File: src/design/ksh_pkg.sv
package ksh_pkg;
  localparam int Lanes = 25;
  localparam int StateBytes = 200;
  localparam int Rounds = 24;
  localparam logic [7:0] PadByte = 8'h80;
  localparam logic [7:0] LfsrPoly = 8'h71;

  typedef logic [63:0] lane_t;
  typedef lane_t [Lanes-1:0] state_t;

  typedef enum logic [1:0] {
    CFG_RATE   = 2'd0,
    CFG_SUFFIX = 2'd1,
    CFG_OUTLEN = 2'd2
  } cfg_index_t;

  typedef struct packed {
    logic       clear;
    logic       xor_en;
    logic [7:0] xor_pos;
    logic [7:0] xor_val;
    logic       perm_start;
  } dp_cmd_t;

  typedef struct packed {
    logic perm_busy;
  } dp_stat_t;

  function automatic lane_t rotl(input lane_t v, input int r);
    lane_t res;
    res = (r % 64 == 0) ? v : ((v << (r % 64)) | (v >> (64 - (r % 64))));
    return res;
  endfunction

  function automatic int rho_off(input int idx);
    int px, py, ny, res;
    px = 1; py = 0; res = 0;
    for (int t = 0; t < 24; t++) begin
      ny = (2 * px + 3 * py) % 5;
      px = py;
      py = ny;
      if (px + 5 * py == idx) res = ((t + 1) * (t + 2) / 2) % 64;
    end
    return res;
  endfunction

  function automatic int pi_src(input int idx);
    int px, py, ny, prev, res;
    px = 1; py = 0; prev = 1; res = 0;
    for (int t = 0; t < 24; t++) begin
      ny = (2 * px + 3 * py) % 5;
      px = py;
      py = ny;
      if (px + 5 * py == idx) res = prev;
      prev = px + 5 * py;
    end
    return res;
  endfunction

  // One round including iota; rc is the round constant lane.
  function automatic state_t keccak_round(input state_t s, input lane_t rc);
    lane_t [4:0] c;
    lane_t [4:0] d;
    state_t a;
    state_t b;
    state_t o;
    for (int x = 0; x < 5; x++) c[x] = s[x] ^ s[x+5] ^ s[x+10] ^ s[x+15] ^ s[x+20];
    for (int x = 0; x < 5; x++) d[x] = c[(x+4)%5] ^ rotl(c[(x+1)%5], 1);
    for (int i = 0; i < 25; i++) a[i] = s[i] ^ d[i%5];
    b[0] = a[0];
    for (int i = 1; i < 25; i++) b[i] = rotl(a[pi_src(i)], rho_off(i));
    for (int y = 0; y < 5; y++)
      for (int x = 0; x < 5; x++)
        o[x+5*y] = b[x+5*y] ^ (~b[(x+1)%5+5*y] & b[(x+2)%5+5*y]);
    o[0] = o[0] ^ rc;
    return o;
  endfunction
endpackage

File: src/design/ksh_ctrl.sv
module ksh_ctrl #(
  parameter int MaxOut = 64
) (
  input  logic              clk,
  input  logic              rst,
  input  logic              in_valid,
  output logic              in_ready,
  input  logic [7:0]        message_byte,
  input  logic              has_byte,
  input  logic              end_of_message,
  output logic              out_valid,
  input  logic              out_ready,
  output logic [7:0]        digest_byte,
  output logic              last_byte,
  input  logic [7:0]        rate_bytes,
  input  logic [7:0]        domain_suffix,
  input  logic [6:0]        output_bytes,
  output ksh_pkg::dp_cmd_t  cmd,
  input  ksh_pkg::dp_stat_t stat,
  input  logic [7:0]        rd_byte,
  output logic [7:0]        rd_pos
);
  typedef enum logic [3:0] {
    S_IDLE, S_ABS, S_ABS_W, S_EOM, S_SUF, S_SUF_W, S_PAD, S_PAD_W,
    S_SQ, S_SQ_W, S_OUT, S_CLR
  } state_e;

  state_e     state;
  logic [7:0] pos;
  logic [7:0] mb;
  logic       eom;
  logic [6:0] total, n;
  logic [7:0] k;
  logic [7:0] rate;

  assign rate = (rate_bytes == 8'd0) ? 8'd1 :
                (rate_bytes > 8'(ksh_pkg::StateBytes)) ? 8'(ksh_pkg::StateBytes) : rate_bytes;
  assign in_ready = (state == S_IDLE);
  assign rd_pos = k;

  always_comb begin
    cmd = '0;
    unique case (state)
      S_ABS: begin
        if (!stat.perm_busy) begin
          if (pos >= rate) cmd.perm_start = 1'b1;
          else begin
            cmd.xor_en = 1'b1; cmd.xor_pos = pos; cmd.xor_val = mb;
          end
        end
      end
      S_ABS_W: cmd.perm_start = (pos >= rate);
      S_EOM: cmd.perm_start = (pos >= rate);
      S_SUF: begin
        cmd.xor_en = 1'b1; cmd.xor_pos = pos; cmd.xor_val = domain_suffix;
        cmd.perm_start = domain_suffix[7] && (pos == rate - 8'd1);
      end
      S_PAD: begin
        cmd.xor_en = 1'b1; cmd.xor_pos = rate - 8'd1; cmd.xor_val = ksh_pkg::PadByte;
        cmd.perm_start = 1'b1;
      end
      S_SQ: cmd.perm_start = (k >= rate);
      S_CLR: cmd.clear = 1'b1;
      default: ;
    endcase
  end

  always_ff @(posedge clk) begin
    if (rst) begin
      state <= S_IDLE;
      pos <= '0;
      out_valid <= 1'b0;
      k <= '0;
      n <= '0;
      total <= '0;
    end else begin
      unique case (state)
        S_IDLE: if (in_valid) begin
          mb <= message_byte; eom <= end_of_message;
          total <= (output_bytes > 7'(MaxOut)) ? 7'(MaxOut) : output_bytes;
          if (has_byte) state <= S_ABS;
          else if (end_of_message) state <= S_EOM;
        end
        S_ABS: if (!stat.perm_busy) begin
          if (pos >= rate) pos <= '0;
          else begin
            pos <= pos + 8'd1;
            state <= S_ABS_W;
          end
        end
        S_ABS_W: if (!stat.perm_busy && !cmd.perm_start) begin
          state <= eom ? S_EOM : S_IDLE;
        end else if (cmd.perm_start) pos <= '0;
        S_EOM: if (!stat.perm_busy) begin
          if (pos >= rate) pos <= '0;
          else state <= S_SUF;
        end
        S_SUF: state <= S_SUF_W;
        S_SUF_W: if (!stat.perm_busy) state <= S_PAD;
        S_PAD: state <= S_PAD_W;
        S_PAD_W: if (!stat.perm_busy) begin
          k <= '0; n <= '0;
          state <= (total == 7'd0) ? S_CLR : S_SQ;
        end
        S_SQ: if (k >= rate) begin
          k <= '0; state <= S_SQ_W;
        end else begin
          digest_byte <= rd_byte;
          last_byte <= (n + 7'd1 == total);
          out_valid <= 1'b1;
          state <= S_OUT;
        end
        S_SQ_W: if (!stat.perm_busy) state <= S_SQ;
        S_OUT: if (out_ready) begin
          out_valid <= 1'b0;
          k <= k + 8'd1;
          n <= n + 7'd1;
          state <= (n + 7'd1 == total) ? S_CLR : S_SQ;
        end
        S_CLR: begin
          pos <= '0;
          state <= S_IDLE;
        end
        default: state <= S_IDLE;
      endcase
    end
  end

  a_pos_range: assert property (@(posedge clk) disable iff (rst)
    pos <= 8'(ksh_pkg::StateBytes)) else $error("position overflow");
  a_out_only: assert property (@(posedge clk) disable iff (rst)
    out_valid |-> state == S_OUT) else $error("output outside S_OUT");
  a_count: assert property (@(posedge clk) disable iff (rst)
    out_valid |-> n < total) else $error("too many results");
endmodule

File: config.mk
export PLATFORM = sky130hd
export DESIGN_NAME = ksh_ctrl
export DESIGN_NICKNAME = d
export VERILOG_FILES = /design/src/design/ksh_pkg.sv /design/src/design/ksh_ctrl.sv
export SDC_FILE = /design/constraint.sdc
export NUM_CORES = 1
export LEC_CHECK = 0
export BUFFER_PORTS_ARGS = -buffer_cell sky130_fd_sc_hd__buf_2
export CORE_MARGIN = 2
export CORE_UTILIZATION = 55
export CTS_BUF_LIST = sky130_fd_sc_hd__clkbuf_16
export DETAILED_ROUTE_END_ITERATION = 8
export GPL_TIMING_DRIVEN = 0
export PLACE_DENSITY_LB_ADDON = 0.12
export SLEW_MARGIN = 40
export SYNTH_ARGS = -nofsm -noshare
export SYNTH_HDL_FRONTEND = slang
export SYNTH_SLANG_ARGS = --single-unit
File: constraint.sdc
create_clock -name clk -period 8.7 [get_ports clk]
set_input_delay 1.305 -clock clk [delete_from_list [all_inputs] [get_ports clk]]
set_output_delay 1.305 -clock clk [all_outputs]
set_load 0.1 [all_outputs]
Yosys cells after proc, flatten, opt, wreduce, memory -nomap -nowiden. Cells that the tools add are included.

Magnitude comparators: 4. Reduce and logical (&&, ||, !) cells: 20. Bitwise operators: 2. Equal/unequal tests: 29. Add/subtract/negate cells: 4. Muxes and demuxes: 43.

Operators by type and width (number): 8-bit two-way mux (11); 17-bit case mux with 3 select lines (1); 4-bit two-way mux (12); 4-bit case mux with 11 select lines (1); 8-bit case mux with 4 select lines (1); 2-bit inequality test (second input constant) (15); 8-bit case mux with 3 select lines (1); 7-bit two-way mux (3); 18-bit two-way mux (1); 17-bit two-way mux (1); 8-bit by 1-bit adder with 8-bit output (second input constant) (2); 4-bit by 3-bit == test with 1-bit output (second input constant) (4); 4-bit == test (second input constant) (4); 8-bit greater-or-equal comparator (2); 7-bit case mux with 2 select lines (1); 3-bit AND reduction (4); 11-bit AND reduction (1); 4-bit by 2-bit == test with 1-bit output (second input constant) (2); 8-bit == test (1); 8-bit > comparator (second input constant) (1); 8-bit zero test (1); 2-bit two-way mux (4); 8-bit by 1-bit subtractor with 8-bit output (second input constant) (1); 7-bit by 1-bit adder with 7-bit output (second input constant) (1); 19 further kinds (26).

Register bits: 53. Input port bits: 46. Output and inout bits: 38. Word-level logic and storage cells: 112.

Longest topological paths before layout.
Depth after elaboration: 11. Gate-level depth with buffers: 14. Mapped depth without buffers: 13.

Least setup slack after synthesis. OpenSTA, ideal clock, no wires.

Path kind: input -> output. Start: input port rate_bytes[4]. End: output port cmd[8] in the netlist's numbering. Data required time: 7.395 ns. Stages on the path: 14. Arrival: 4.691 ns. Path buffers: 2. Slack: 2.704 ns. Cells stage by stage: clkbuf_1 > or3_1 > nor3_1 > o21ai_0 > nand2_1 > ha_1 > nor2b_1 > o21ai_0 > a31oi_1 > nor2_1 > nor4_2 > buf_2 > nand2_1 > o21ai_0.

RTL lines: from (decl) (RTL line ksh_ctrl.sv:15) `input logic [7:0] rate_bytes,`; to (decl) (RTL line ksh_ctrl.sv:18) `output ksh_pkg::dp_cmd_t cmd,`.

==> qor.yml <==
top_level_ports: 84
totalWireLength_microns: 8750
seqPwrFrac: 0.372
yosysSeqAreaShare: 0.354
clk_path_buf_depth: 2
critPathCaptureType: "primary output"
rsz0062_at_grt: "false"
slew_headroom: 0.504
worstPathRequired_ns: 7.39
synthCells: 410
grt_pass1_wl_microns: 14500
cts_buffers: 5
cts_root_buf: "clkbuf_16"
combPwrFrac: 0.372
antenna_cells: 0
finish.utilization: 0.664
synth.cell_area_sq_um: 3500
htree_levels: 2
layout_min_cycle_time_ns: 6.16
hold_viol_final: 0
core_sq_um: 6240
post-cts-setup-buffers: 0
hold_buffers: 0
min_path_type: "reg -> reg"
cts_resized: 0
fmax_mhz: 162
first_global_vias: 3098
firstDrtPassIters: 5
peakVddDrop_mv: 0.119
synth_seq_cells: 53
swShare: 0.400
switchingPower_mw: 0.307
synth_edf_count: 18
power.density_nw_per_um2: 185
antenna_found_initial: 0
synthFlopType: "dfxtp_1"
vias_per_cell: 5.97
ant_nets: 0
die_h_microns: 83.8
grtUsageTotal: 0.248
synth_nets: 476
syn_to_final_growth_pct: 18.4
post-dp-hpwl_microns: 6650
tns_ns: 0
worst-path-max-fanout: 8
fillerInstances: 545
drv_cap: 0
setup-violations-final: 0
cts_sinks: 53
routedWlPerCell_microns: 15.2
cts_tree: "done"
slowest_stage: "nor4_2"
ys_types: 61
overflow: 0
io_buffers: 79
clock_skew_ns: 0.00566
yosysWarningCount: 0
fin_crit_sh: 0.708
criticalPathCategory: "in -> out"
arrival_ns: 4.85
path_cells: "buf_2, or3_1, buf_2, nor3_1, o21ai_0, nand2_1, ha_1, nor2b_1, o21ai_0, a31oi_1, nor2_1, nor4_2, or2_2, buf_2, o2bb2ai_1, buf_2"
drive_above_1_share: 0.215
gp_congestion: 0.882
start_kind: "input port"
start_util: 0.561
clkPwrFrac: 0.256
die_width_microns: 83.8
clock_latency_ns: 0.29
tightest_slew_ns: 0.737
dr.first_iter.drc_count: 219
finalNetCount: 562
die-area_sq_um: 7020
internal-power_mw: 0.461
slew_violations: 0
cpPeakStageDelay_ns: 0.68
syn_area_per_cell_sq_um: 8.54
cts.clk_slew.worst_paths_ns: 0.07
async_reset_ff_frac: 0
outcome: "completed"
num_vias: 3429
leakage_nw: 1.77
remaining_drc_errors: 0
grt_max_degree: 17
crit_top_cell: "buf_2"
rows: 29
## area by class of cell
cell class | count | area (sq um) | area share
Multi-Input combinational cell | 327 | 2110 | 0.510
Sequential cell | 53 | 1240 | 0.299
Timing Repair Buffer | 79 | 395 | 0.0954
Clock buffer | 5 | 125 | 0.0302
Buffer | 19 | 116 | 0.0281
Tap cell | 77 | 96.3 | 0.0232
Inverter | 11 | 41.3 | 0.00996
Clock inverter | 3 | 17.5 | 0.00423
## Yosys cell counts, types with 10 or more instances
master | instances | area, sq um
a21oi_1 | 40 | 200
nand3_1 | 15 | 75.1
ha_1 | 20 | 250
nor3b_1 | 12 | 90.1
dfxtp_1 | 35 | 701
edfxtp_1 | 18 | 541
nand2_1 | 27 | 101
nor2_1 | 41 | 154
nor3_1 | 16 | 80.1
xor2_1 | 11 | 96.3
a22o_1 | 10 | 87.6
inv_1 | 11 | 41.3
o21ai_0 | 29 | 145
## placed cells by master, fill, tap and decap left out, types with 7 or more instances in the layout
master	netlist	final
a21oi_1	40	40
a22o_1	10	10
xor2_1	11	11
clkbuf_1	7	7
nor2_1	41	41
nor3_1	16	16
ha_1	20	20
dfxtp_1	35	35
edfxtp_1	18	18
inv_1	11	12
nor3b_1	12	12
o21ai_0	29	29
buf_2	4	83
or3_1	8	8
xnor2_1	9	9
nand2_1	27	27
nand3_1	15	15
and3_1	9	9
## sequential cells by signal (all words and copies together), names as in the netlist
register	count
digest_byte	8
mb	8
pos	8
rd_pos	8
n	7
total	7
state	4
eom	1
last_byte	1
out_valid	1
## critical path, delay by kind of cell
kind | cells | cell delay (ns)
AO/OA/AOI/OAI | 4 | 0.54
adder cells (fa/ha/maj) | 1 | 0.27
buffers and inverters | 4 | 0.92
AND/OR/NAND/NOR | 7 | 1.79
## power groups by stage
stage | logic, mW | clock network [mW] | registers, mW
2_1_floorplan | 0.223 | 0 | 0.289
3_3_place_gp | 0.277 | 0 | 0.290
3_5_place_dp | 0.281 | 0 | 0.291
4_1_cts | 0.281 | 0.199 | 0.285
5_1_grt | 0.309 | 0.207 | 0.287
6_report | 0.286 | 0.196 | 0.286
## cell families after synthesis
group | after synthesis | synth area share
compound gates | 123 | 0.228
mux | 3 | 0.00857
buf+inv | 30 | 0.0450
flops | 53 | 0.354
simple gates | 161 | 0.243
fa+ha+maj | 20 | 0.0715
xor+xnor | 20 | 0.0500
## per-layer routing
| layer | GRT usage | routed length [microns] | vias to the layer above |
|---|---|---|---|
| met5 | 0 | 0 | - |
| met4 | 0.0616 | 130 | 0 |
| met3 | 0.0455 | 565 | 14 |
| met2 | 0.405 | 4070 | 129 |
| met1 | 0.340 | 3980 | 1582 |
| li1 | - | - | 1704 |
## stage by stage
| step | total power, mW | std cells | hold slack [ns] | worst slack [ns] | area, sq um |
|---|---|---|---|---|---|
| after floorplan | 0.512 | 410 | 0.472 | 2.70 | 3500 |
| after global placement | 0.568 | 566 | 0.439 | 2.58 | 3990 |
| after detailed placement | 0.571 | 566 | 0.445 | 2.58 | 3990 |
| after CTS | 0.765 | 574 | 0.455 | 2.57 | 4140 |
| after global routing | 0.803 | 574 | 0.482 | 2.22 | 4150 |
| final | 0.768 | 574 | 0.461 | 2.54 | 4150 |
## final timing paths
kind	start	to	slack, ns	depth (start not counted)
hold / removal	out_valid	out_valid	0.46	2
hold reg to reg	out_valid	out_valid	0.46	2
setup reg to reg	rd_pos[0]	rd_pos[7]	5.91	9
setup / recovery	rate_bytes[0]	cmd[10]	2.54	16
Note: power is estimated with default switching activity, not from simulation.
